[config.mk]
export PLATFORM = sky130hd
export DESIGN_NAME = kmp_prefix_table_core
export DESIGN_NICKNAME = d
export VERILOG_FILES = /design/src/rtl/core/kmp_pt_pkg.sv /design/src/rtl/core/kmp_prefix_table_core.sv
export VERILOG_INCLUDE_DIRS = /design/src /design/src/rtl/core
export SDC_FILE = /design/constraint.sdc
export NUM_CORES = 1
export LEC_CHECK = 0
export ABC_CLOCK_PERIOD_IN_PS = 6150
export BUFFER_PORTS_ARGS = -buffer_cell sky130_fd_sc_hd__buf_2
export CORE_MARGIN = 4
export CORE_UTILIZATION = 45
export DETAILED_ROUTE_END_ITERATION = 16
export PLACE_DENSITY_LB_ADDON = 0.3
export SLEW_MARGIN = 10
export SYNTH_ARGS = -nofsm -noshare
export SYNTH_HDL_FRONTEND = slang
export SYNTH_SLANG_ARGS = --single-unit
[constraint.sdc]
create_clock -name i_clk -period 6.15 [get_ports i_clk]
set_input_delay 0.3075 -clock i_clk [delete_from_list [all_inputs] [get_ports i_clk]]
set_output_delay 0.3075 -clock i_clk [all_outputs]
set_load 0.05 [all_outputs]
[src/rtl/core/kmp_prefix_table_core_defines.svh]
// assertion macros for the kmp prefix table core
`ifndef KMP_PREFIX_TABLE_CORE_DEFINES_SVH
`define KMP_PREFIX_TABLE_CORE_DEFINES_SVH

`ifndef SYNTHESIS

// checked at every rising edge outside reset
`define KPT_ASSERT(label, clk, rst_n, prop, msg) \
    label: assert property (@(posedge clk) disable iff (!rst_n) prop) else $error(msg);

// implication checked at every rising edge outside reset
`define KPT_ASSERT_IMP(label, clk, rst_n, ante, cons, msg) \
    label: assert property (@(posedge clk) disable iff (!rst_n) (ante) |-> (cons)) \
        else $error(msg);

`else

`define KPT_ASSERT(label, clk, rst_n, prop, msg)
`define KPT_ASSERT_IMP(label, clk, rst_n, ante, cons, msg)

`endif

`endif

[src/rtl/core/kmp_pt_pkg.sv]
// constants and types for the kmp prefix table core
package kmp_pt_pkg;

    // pattern capacity in bytes
    localparam int PATTERN_LEN = 16;

    // index into the stores, and a count that can also hold PATTERN_LEN
    localparam int IDX_W = $clog2(PATTERN_LEN);
    localparam int CNT_W = $clog2(PATTERN_LEN + 1);

    // fixed field widths of the input byte and the result beat
    localparam int CHAR_W = 8;
    localparam int POS_W  = 4;
    localparam int BL_W   = 5;

    typedef enum logic [1:0] {
        S_IDLE,
        S_READ,
        S_CMP,
        S_DONE
    } t_state;

endpackage

[src/rtl/core/kmp_prefix_table_core.sv]
// kmp failure table builder: one pattern byte in, one failure entry out
//
//  channel | direction | handshake                      | payload
//  --------+-----------+--------------------------------+-------------------------------------
//  in      | input     | i_in_valid / o_in_stall        | i_start_new, i_pattern_char
//  out     | output    | o_out_valid / i_out_stall      | o_position, o_border_len, o_overflow
//
// first byte of a pattern and over-capacity bytes: answered from S_IDLE without a store read
// other bytes: S_READ, S_CMP, then S_READ and S_CMP again per border fallback step (one shared byte compare
//   against the char store, whose read is registered, then a border store lookup)
// fallback steps amortize to under one per byte over a whole pattern
// reset clears sequencer, byte count and running border and stalls the input; stores kept
// a stalled result sits in the output register while the next beat is accepted;
//   a further result then waits in a holding register until the output frees up
`include "kmp_prefix_table_core_defines.svh"

module kmp_prefix_table_core
    import kmp_pt_pkg::*;
(
    input  logic                    i_clk,
    input  logic                    i_rst_n,

    input  logic                    i_in_valid,
    output logic                    o_in_stall,
    input  logic                    i_start_new,
    input  logic [CHAR_W-1:0]       i_pattern_char,

    output logic                    o_out_valid,
    input  logic                    i_out_stall,
    output logic [POS_W-1:0]        o_position,
    output logic signed [BL_W-1:0]  o_border_len,
    output logic                    o_overflow
);

    // sequencer and pattern state
    t_state             r_state, n_state;
    logic [CNT_W-1:0]   r_next_index, n_next_index;
    logic [IDX_W-1:0]   r_running, n_running;

    // working registers of the fallback loop
    logic [IDX_W-1:0]   r_idx, n_idx;
    logic [IDX_W-1:0]   r_k, n_k;
    logic [CHAR_W-1:0]  r_char, n_char;

    // held result while the output register is busy
    logic [POS_W-1:0]   r_res_pos, n_res_pos;
    logic [BL_W-1:0]    r_res_bl, n_res_bl;
    logic               r_res_ovf, n_res_ovf;

    // output register
    logic               r_out_valid, n_out_valid;
    logic [POS_W-1:0]   r_out_pos, n_out_pos;
    logic [BL_W-1:0]    r_out_bl, n_out_bl;
    logic               r_out_ovf, n_out_ovf;

    // pattern stores, registered reads
    logic [CHAR_W-1:0]  char_mem [PATTERN_LEN];
    logic [IDX_W-1:0]   border_mem [PATTERN_LEN];
    logic [CHAR_W-1:0]  r_rd_char;
    logic [IDX_W-1:0]   r_rd_border;

    // store write port
    logic               w_we;
    logic [IDX_W-1:0]   w_waddr;
    logic [CHAR_W-1:0]  w_wchar;
    logic [IDX_W-1:0]   w_wborder;

    // finishing result of this cycle
    logic               w_fin;
    logic [POS_W-1:0]   w_fin_pos;
    logic [BL_W-1:0]    w_fin_bl;
    logic               w_fin_ovf;

    logic               w_out_free;
    logic               w_match;
    logic [CNT_W-1:0]   w_eff_idx;
    logic [IDX_W-1:0]   w_eff_run;
    logic [IDX_W-1:0]   w_k_fin;

    assign o_in_stall   = !i_rst_n || (r_state != S_IDLE);
    assign o_out_valid  = r_out_valid && i_rst_n;
    assign o_position   = r_out_pos;
    assign o_border_len = r_out_bl;
    assign o_overflow   = r_out_ovf;

    // output register is free now or drains at this edge
    assign w_out_free = !r_out_valid || !i_out_stall;

    // the one shared compare: stored byte at k against the new byte
    assign w_match = (r_rd_char == r_char);

    always_comb begin
        n_state      = r_state;
        n_next_index = r_next_index;
        n_running    = r_running;
        n_idx        = r_idx;
        n_k          = r_k;
        n_char       = r_char;
        n_res_pos    = r_res_pos;
        n_res_bl     = r_res_bl;
        n_res_ovf    = r_res_ovf;
        n_out_valid  = r_out_valid && i_out_stall;
        n_out_pos    = r_out_pos;
        n_out_bl     = r_out_bl;
        n_out_ovf    = r_out_ovf;

        w_we         = 1'b0;
        w_waddr      = r_idx;
        w_wchar      = r_char;
        w_wborder    = '0;

        w_fin        = 1'b0;
        w_fin_pos    = '0;
        w_fin_bl     = '0;
        w_fin_ovf    = 1'b0;

        // a start flag restarts the pattern at index 0
        w_eff_idx    = i_start_new ? '0 : r_next_index;
        w_eff_run    = i_start_new ? '0 : r_running;
        w_k_fin      = r_k + IDX_W'(w_match);

        unique case (r_state)
            S_IDLE: begin
                if (i_in_valid) begin
                    n_char = i_pattern_char;
                    if (i_start_new) begin
                        n_next_index = '0;
                        n_running    = '0;
                    end
                    if (w_eff_idx >= CNT_W'(PATTERN_LEN)) begin
                        // store full: byte dropped, state kept
                        w_fin     = 1'b1;
                        w_fin_ovf = 1'b1;
                    end else if (w_eff_idx == '0) begin
                        // first byte of a pattern answers -1
                        w_we         = 1'b1;
                        w_waddr      = '0;
                        w_wchar      = i_pattern_char;
                        w_wborder    = '0;
                        n_running    = '0;
                        n_next_index = CNT_W'(1);
                        w_fin        = 1'b1;
                        w_fin_bl     = '1;
                    end else begin
                        n_idx   = IDX_W'(w_eff_idx);
                        n_k     = (CNT_W'(w_eff_run) >= w_eff_idx) ? '0 : w_eff_run;
                        n_state = S_READ;
                    end
                end
            end
            S_READ: begin
                // stores are read at k during this cycle
                n_state = S_CMP;
            end
            S_CMP: begin
                if ((r_k != '0) && !w_match) begin
                    // fall back to the border of the prefix of length k
                    n_k     = r_rd_border;
                    n_state = S_READ;
                end else begin
                    w_we         = 1'b1;
                    w_waddr      = r_idx;
                    w_wchar      = r_char;
                    w_wborder    = w_k_fin;
                    n_running    = w_k_fin;
                    n_next_index = CNT_W'(r_idx) + CNT_W'(1);
                    w_fin        = 1'b1;
                    w_fin_pos    = POS_W'(r_idx);
                    w_fin_bl     = BL_W'(w_k_fin);
                end
            end
            S_DONE: begin
                if (w_out_free) begin
                    n_out_valid = 1'b1;
                    n_out_pos   = r_res_pos;
                    n_out_bl    = r_res_bl;
                    n_out_ovf   = r_res_ovf;
                    n_state     = S_IDLE;
                end
            end
            default: begin
                n_state = S_IDLE;
            end
        endcase

        // a finished result goes straight out when it can, else it is held
        if (w_fin) begin
            if (w_out_free) begin
                n_out_valid = 1'b1;
                n_out_pos   = w_fin_pos;
                n_out_bl    = w_fin_bl;
                n_out_ovf   = w_fin_ovf;
                n_state     = S_IDLE;
            end else begin
                n_res_pos = w_fin_pos;
                n_res_bl  = w_fin_bl;
                n_res_ovf = w_fin_ovf;
                n_state   = S_DONE;
            end
        end
    end

    // control state
    always_ff @(posedge i_clk) begin
        if (!i_rst_n) begin
            r_state      <= S_IDLE;
            r_next_index <= '0;
            r_running    <= '0;
            r_out_valid  <= 1'b0;
        end else begin
            r_state      <= n_state;
            r_next_index <= n_next_index;
            r_running    <= n_running;
            r_out_valid  <= n_out_valid;
        end
    end

    // payload and working registers
    always_ff @(posedge i_clk) begin
        r_idx     <= n_idx;
        r_k       <= n_k;
        r_char    <= n_char;
        r_res_pos <= n_res_pos;
        r_res_bl  <= n_res_bl;
        r_res_ovf <= n_res_ovf;
        r_out_pos <= n_out_pos;
        r_out_bl  <= n_out_bl;
        r_out_ovf <= n_out_ovf;
    end

    // pattern stores: one write port, one read at k and at k-1
    always_ff @(posedge i_clk) begin
        if (w_we) begin
            char_mem[w_waddr]   <= w_wchar;
            border_mem[w_waddr] <= w_wborder;
        end
        r_rd_char   <= char_mem[r_k];
        r_rd_border <= border_mem[r_k - IDX_W'(1)];
    end

    `KPT_ASSERT(a_count_in_range, i_clk, i_rst_n, (r_next_index <= CNT_W'(PATTERN_LEN)), "byte count beyond capacity")
    `KPT_ASSERT_IMP(a_border_below_count, i_clk, i_rst_n, (r_next_index != '0), (CNT_W'(r_running) < r_next_index), "running border not below byte count")
    `KPT_ASSERT_IMP(a_fallback_below_idx, i_clk, i_rst_n, (r_state == S_CMP), (r_k < r_idx), "fallback index reached current byte")
    `KPT_ASSERT_IMP(a_overflow_fields, i_clk, i_rst_n, (r_out_valid && r_out_ovf), ((r_out_pos == '0) && (r_out_bl == '0)), "overflow beat with nonzero fields")

endmodule

==> results of run 1 <==
cells by family (layout without fill, tap and decap cells):
family          count (synthesis)  count (layout)  synth area share [%]
compound gates                 83              83                  5.87
xor+xnor                       14              14                  1.20
fa+ha+maj                       8               8                 0.982
buf+inv                        47             101                  2.28
flops                         252             252                  70.9
mux                            85              85                  13.2
simple gates                  116             116                  5.59
layer usage:
layer	GRT usage, %	up-vias	routed length [um]
li1	-	2455	-
met1	26.0	2826	9610
met2	29.3	232	10700
met3	2.80	52	1450
met4	6.42	0	900
met5	0	-	0
registers in the layout, summed over array words and instances (netlist names):
| name | cells |
|---|---|
| r_k | 4 |
| r_out_valid | 1 |
| r_res_pos | 4 |
| r_running | 4 |
| r_res_bl | 5 |
| char_mem | 128 |
| r_rd_char | 8 |
| o_overflow | 1 |
| o_position | 4 |
| r_next_index | 5 |
| r_idx | 4 |
| o_border_len | 5 |
| border_mem | 64 |
| r_state | 2 |
| r_res_ovf | 1 |
| r_char | 8 |
| r_rd_border | 4 |
cell usage in the layout, fill, tap and decap left out, drive strengths merged, types with 5 or more instances in the layout:
cell type and count:
nor3 7, nand3 8, mux2i 44, inv 13, buf 30, a21oi 14
mux4 39, a221oi 18, and3 5, ha 8, edfxtp 218, nand2 37
o21ai 17, clkbuf 29, dlygate4sd3 8, nor2b 5, nor4 5, nor2 28
nand2b 8, xnor2 11, a22oi 8, dfxtp 34, clkinv 13
worst max-delay path, cell delays in order (launching register included):
cell	delay, ns
edfxtp_1	0.82
inv_1	0.23
ha_1	0.21
nor3b_1	0.26
o21bai_2	0.38
nand2_1	0.44
o21ai_1	0.94
per-stage QoR:
step | util (%) | instance area (um^2) | hold slack, ns | power, mW | worst slack [ns]
floorplan | - | 10200 | 0.406 | 2.16 | 2.81
global placement | 48.0 | 10600 | 0.480 | 2.25 | 2.68
detailed placement | 48.0 | 10600 | 0.494 | 2.26 | 2.49
CTS | 52.4 | 11500 | 0.118 | 3.85 | 2.45
global route | 52.4 | 11500 | 0.160 | 3.95 | 2.10
finish | 52.4 | 11500 | 0.147 | 3.83 | 2.48
timing repair:
action,in CTS,in global routing
hold endpoints to repair,8,0
buffers inserted,0,0
hold buffers,8,0
final cells by class:
type	count	share of cell area [%]
flip-flops and latches	252	62.6
multi-input cells	306	24.0
repair buffers	38	2.13
well taps	280	3.04
clock inverters	19	1.75
clock buffers	29	6.01
inverters	15	0.488
power by group through the flow:
stage	combinational (mW)	clock, mW	sequential (mW)
5_1_grt	0.295	1.70	1.95
3_3_place_gp	0.263	0	1.98
4_1_cts	0.275	1.63	1.95
3_5_place_dp	0.271	0	1.99
6_report	0.275	1.60	1.95
2_1_floorplan	0.162	0	1.99
path summary, 6_finish.rpt:
| path | start | to | slack (ns) | depth (start not counted) |
|---|---|---|---|---|
| worst max-delay path | r_k[1] | char_mem[0][3] | 2.48 | 6 |
| worst min-delay path | i_rst_n | r_state[0] | 0.15 | 3 |
| worst max register to register | r_k[1] | char_mem[0][3] | 2.48 | 6 |
| worst min register to register | r_next_index[2] | r_next_index[2] | 0.51 | 2 |
==> metrics.cfg, run 1 <==
[logic_synthesis]
syn-instance-count=605
synth_area_leaders=edfxtp_1, mux4_2, dfxtp_1, mux2i_1, a221oi_1
syn-cell-area_um2=10200
ys_seq_area_share_pct=70.9
synth_edf_count=218
synth.net_count=626
yosys_warnings=0
synth_top_area_share_pct=64.2
synth.avg_cell_area_um2=16.8
synth.ff_latch_count=252
ys_async_sr_fraction_pct=0
synth_common_cells=edfxtp_1, mux2i_1, mux4_2
synth_top_area_cell=edfxtp_1
synth_ff_type=edfxtp_1
synth.distinct_cells=56
synth_most_common_cell=edfxtp_1

[global_route]
grt_pass1_wl_mm=34.4
gr-total-overflow=0
grt_use_total_pct=18.4
grt_pass1_vias=5603
grt_max_degree=55
antenna_found_initial=0

[routing]
drc=0
drtIter0Drc=531
route.detailed.wl_per_inst_um=24.1
via_count=5565
wl_mm=22.6
drt.antenna.violating_nets=0
first_pass_iters=5
viasPerCell=5.93

[final_layout]
multiInputGateArea_um2=2770
nFillCells=1734
nets=660
drive_above_1_share_pct=19.9
instances_no_fill=939
regArea_um2=7230
diodes=0
syn_to_final_growth_pct=13.2

[clock_network]
ctsResizeCount=0
path_clk_slew_ns=0.06
cts_tree=built
clockRootBuffer=clkbuf_16
clock_latency_ns=0.52
cts_htree_levels=1
clockBufferDepth=3
clkSinkCount=252
cts-buffers-inserted=26

[power_and_ir_drop]
power.switching_mw=0.847
clock_power_share_pct=41.9
seqPwrFrac_pct=51.0
p_leak_nw=3.83
intPower_mw=2.98
comb_power_share_pct=7.2
swShare_pct=22.1
power.density_nw_per_um2=332
vdd_drop_max_v=0.000162

[sta]
slew_violations=0
worstMarginPinSlew_ns=1.14
fin_tns_setup_ns=0
fin_crit_sh_pct=59.6
fin_worst_skew_ns=0.00821
setup_viol=0
relSlewSlack_pct=23.6
hold_viol_final=0
rsz0062_at_grt=no
timing.fmax_mhz=273
period_needed_ns=3.67

[floorplan]
fp.dieW_um=158
std_cell_rows=54
die_area_um2=25100
initial_core_util_pct=46.3
die_h_um=158
fp.coreArea_um2=22000
ios=25

[critical_path]
critPathArrivalTime_ns=3.80
cp-start-kind=register
end_kind=register
critPathKind=register to register
cp.required_ns=6.29
cp_max_fo=23

[placement]
dp.cells=883
place.gp.congestion=0.860
port_buffers=24
dpl.hpwl_mm=15.1

[run_status]
outcome=finished clean

[hold_path]
hold_class=input port to register

[run]
cap_violations=0

(Power assumes the default switching activity.)
==> inputs of run 2 (changes only) <==
--- a/config.mk
+++ b/config.mk
@@ -6,7 +6,8 @@
 export SDC_FILE = /design/constraint.sdc
 export NUM_CORES = 1
 export LEC_CHECK = 0
-export ABC_CLOCK_PERIOD_IN_PS = 6150
+export ABC_AREA = 1
+export ABC_CLOCK_PERIOD_IN_PS = 3300
 export BUFFER_PORTS_ARGS = -buffer_cell sky130_fd_sc_hd__buf_2
 export CORE_MARGIN = 4
 export CORE_UTILIZATION = 45
==> constraint.sdc (replaced) <==
create_clock -name i_clk -period 3.3 [get_ports i_clk]
set_input_delay 0.165 -clock i_clk [delete_from_list [all_inputs] [get_ports i_clk]]
set_output_delay 0.165 -clock i_clk [all_outputs]
set_load 0.05 [all_outputs]
==> run 2 against run 1 <==
Net effect:
- cell count grew 32%
- die area grew 1.5%
- power grew 100%
- clock-buffer cell count grew 6
- maximum frequency grew 43%
- register-to-register slack lost 1.8 ns
- sequential power grew 92%
- combinational power grew to 4.7 times the previous value
- flip-flop and latch count is the same
- largest power group unchanged
- worst setup slack lost 1.8 ns
- clock skew grew 0.0065 ns
- hold slack lost 0.059 ns
==> metrics.cfg, run 2 <==
[floorplan]
fp.coreArea_um2=22600  ; +2.8%
std_cell_rows=55  ; +1.9%
ios=25  ; unchanged
fp.dieW_um=160  ; +0.73%
die_h_um=160  ; +0.73%
die_area_um2=25500  ; +1.5%
initial_core_util_pct=45.7  ; -0.56 points

[clock_network]
cts-buffers-inserted=25  ; -3.8%
clkSinkCount=252  ; unchanged
cts_htree_levels=1  ; unchanged
clockRootBuffer=clkbuf_16
ctsResizeCount=0  ; unchanged
hold_buffers=9  ; +1
cts_tree=built
path_clk_slew_ns=0.06  ; about the same
clock_latency_ns=0.54  ; +0.02 ns
post_cts_buffers=0  ; unchanged
clockBufferDepth=3  ; unchanged

[logic_synthesis]
synth.distinct_cells=37  ; -34%
synth_top_area_cell=edfxtp_1
yosys_warnings=0  ; unchanged
synth.avg_cell_area_um2=11.7  ; -31%
synth.net_count=909  ; +45%
synth_most_common_cell=edfxtp_1
ys_seq_area_share_pct=69.8  ; -1.1 points
ys_async_sr_fraction_pct=0  ; unchanged
synth_common_cells=edfxtp_1, nand2_1, nor2_1
syn-cell-area_um2=10300  ; +1.5%
synth_edf_count=218  ; unchanged
synth_area_leaders=edfxtp_1, nand2_1, dfxtp_1, nor2_1, o21ai_0
syn-instance-count=888  ; +47%
synth_ff_type=edfxtp_1
synth.ff_latch_count=252  ; unchanged
synth_top_area_share_pct=63.3  ; -0.98 points

[routing]
viasPerCell=5.54  ; -6.6%
drc=0  ; unchanged
drt.antenna.violating_nets=0  ; unchanged
route.detailed.wl_per_inst_um=19.7  ; -18%
drtIter0Drc=699  ; +32%
first_pass_iters=5  ; unchanged
wl_mm=24.5  ; +8.3%
via_count=6888  ; +24%

[final_layout]
final_common_cell=edfxtp_1
final_cell_mix=edfxtp_1, nand2_1, nor2_1, o21ai_0, nand3_1
drive_above_1_share_pct=12.8  ; -7.1 points
top_regs=char_mem (128), border_mem (64)
final_util_pct=51.9  ; -0.47 points
syn_to_final_growth_pct=13.6
regArea_um2=7230  ; unchanged
diodes=0  ; unchanged
nFillCells=1937  ; +12%
nets=967  ; +47%
largest_register=char_mem
instances_no_fill=1244  ; +32%
multiInputGateArea_um2=2750  ; -0.45%
fin_area_um2=11800  ; +1.9%
largest_reg_flops=128  ; unchanged

[global_route]
grt_pass1_wl_mm=38.1  ; +11%
gr-total-overflow=0  ; unchanged
grt_pass1_vias=6557  ; +17%
antenna_found_initial=0  ; unchanged
grt_max_degree=97  ; +76%
grt_use_total_pct=18.9  ; +0.55 points

[sta]
period_needed_ns=2.57  ; -1.10 ns
hold_viol_final=0  ; unchanged
relSlewSlack_pct=31.6  ; +8.1 points
whs_ns=0.0882  ; -0.0589 ns
setup_viol=0  ; unchanged
rsz0062_at_grt=no
fin_crit_sh_pct=77.8  ; +18 points
slew_violations=0  ; unchanged
setup_slack_ns=0.732  ; -1.75 ns
fin_worst_skew_ns=0.0147  ; +0.00650 ns
fin_tns_setup_ns=0  ; unchanged
worstMarginPinSlew_ns=1.03  ; -0.117 ns
timing.fmax_mhz=389  ; +43%

[critical_path]
critPathKind=register to register
cpMaxStageDelayCell=dfxtp_1
cp_max_fo=17  ; -26%
cp-start-kind=register
crit_top_cell=inv_2
critPathMaxStageDelay_ns=0.44  ; -0.50 ns
cp.required_ns=3.53  ; -2.76 ns
rr_endpoint=char_mem[4][7]
critPathArrivalTime_ns=2.80  ; -1.00 ns
reg2reg_depth=10  ; +4
r2r-start=r_state[0]
cp_cell_sequence=nor2_2, inv_2, nor2_2, buf_4, inv_2, nor2_8, inv_2, nand3_2, nor2_1, buf_4
ff2ff_setup_slack_ns=0.73  ; -1.75 ns
end_kind=register

[run_status]
outcome=finished clean

[hold_path]
hold_class=input port to register
worstHoldEndpoint=r_state[0]
whs_path_depth=4  ; +1
worstHoldStart=i_in_valid

[placement]
placed_area_um2=10900  ; +3.5%
dpl.hpwl_mm=16.3  ; +7.8%
port_buffers=24  ; unchanged
dp.cells=1195  ; +35%
dpl_worst_slack_ns=0.760  ; -1.73 ns
place.gp.congestion=0.886  ; +3.1%

[run]
cap_violations=0  ; unchanged

[power_and_ir_drop]
comb_power_share_pct=16.9  ; +9.7 points
power.switching_mw=2.15  ; +150%
swShare_pct=28.1  ; +5.9 points
power_mw=7.65  ; +100%
seqPwrFrac_pct=49.0  ; -2.0 points
p_leak_nw=4.42  ; +15%
intPower_mw=5.50  ; +85%
power.density_nw_per_um2=651  ; +96%
vdd_drop_max_v=0.000364  ; +120%
clock_power_share_pct=34.1  ; -7.8 points

## run 2: changes by cell type in the layout (fill, tap and decap cells not counted), moves of 29 or more
cell	change
nand3_1	+43
mux2i_1	-36
o21ai_0	+51
inv_1	+29
mux4_2	-39
buf_4	+34
nor2_1	+71
nand2_1	+168
## run 2: metal layers
layer | wire length (um) | part of all wire [%] | global-route usage, % | vias up
met5 | 0 | 0 | 0 | -
met4 | 813 | 3.3 | 6.51 | 0
met3 | 1760 | 7.2 | 2.86 | 59
met2 | 11100 | 45 | 29.1 | 248
met1 | 10800 | 44 | 27.7 | 3320
li1 | - | - | - | 3261
## run 2: final cells by class
cell class	count	area share, %
clock buffers	35	5.64
repair buffers	73	4.34
flip-flops and latches	252	61.5
inverters	48	1.53
clock inverters	5	0.553
well taps	285	3.03
multi-input cells	546	23.4
## run 2: cells by family after synthesis
| logic type | share of synthesized area (%) |
|---|---|
| XOR/XNOR | 0.677 |
| flip-flops | 69.8 |
| adder cells (fa/ha/maj) | 0.967 |
| buffers and inverters | 3.61 |
| AND/OR/NAND/NOR | 15.6 |
| AO/OA/AOI/OAI | 8.56 |
| multiplexers | 0.774 |
## run 2: worst max-delay path by stage
stage | start | to | cells past startpoint
global route | r_state[0] | char_mem[4][7] | 10
global placement | r_state[0] | char_mem[4][2] | 10
CTS | r_state[0] | char_mem[4][7] | 10
finish | r_state[0] | char_mem[4][7] | 10
detailed placement | r_state[0] | char_mem[4][0] | 10
floorplan | r_k[0] | border_mem[12][0] | 12
## run 2: worst max-delay path: cells and delay by family, from the launching register on
kind	cells	cell delay [ns]
DFF	1	0.44
and+or+nand+nor	5	0.81
buffers and inverters	5	1.02
## run 2: power by group through the flow
stage	combinational (mW)	clock (mW)	sequential (mW)
floorplan	0.783	0	3.89
global placement	1.27	0	3.81
detailed placement	1.28	0	3.82
CTS	1.29	2.65	3.75
global route	1.42	2.78	3.76
finish	1.29	2.61	3.75
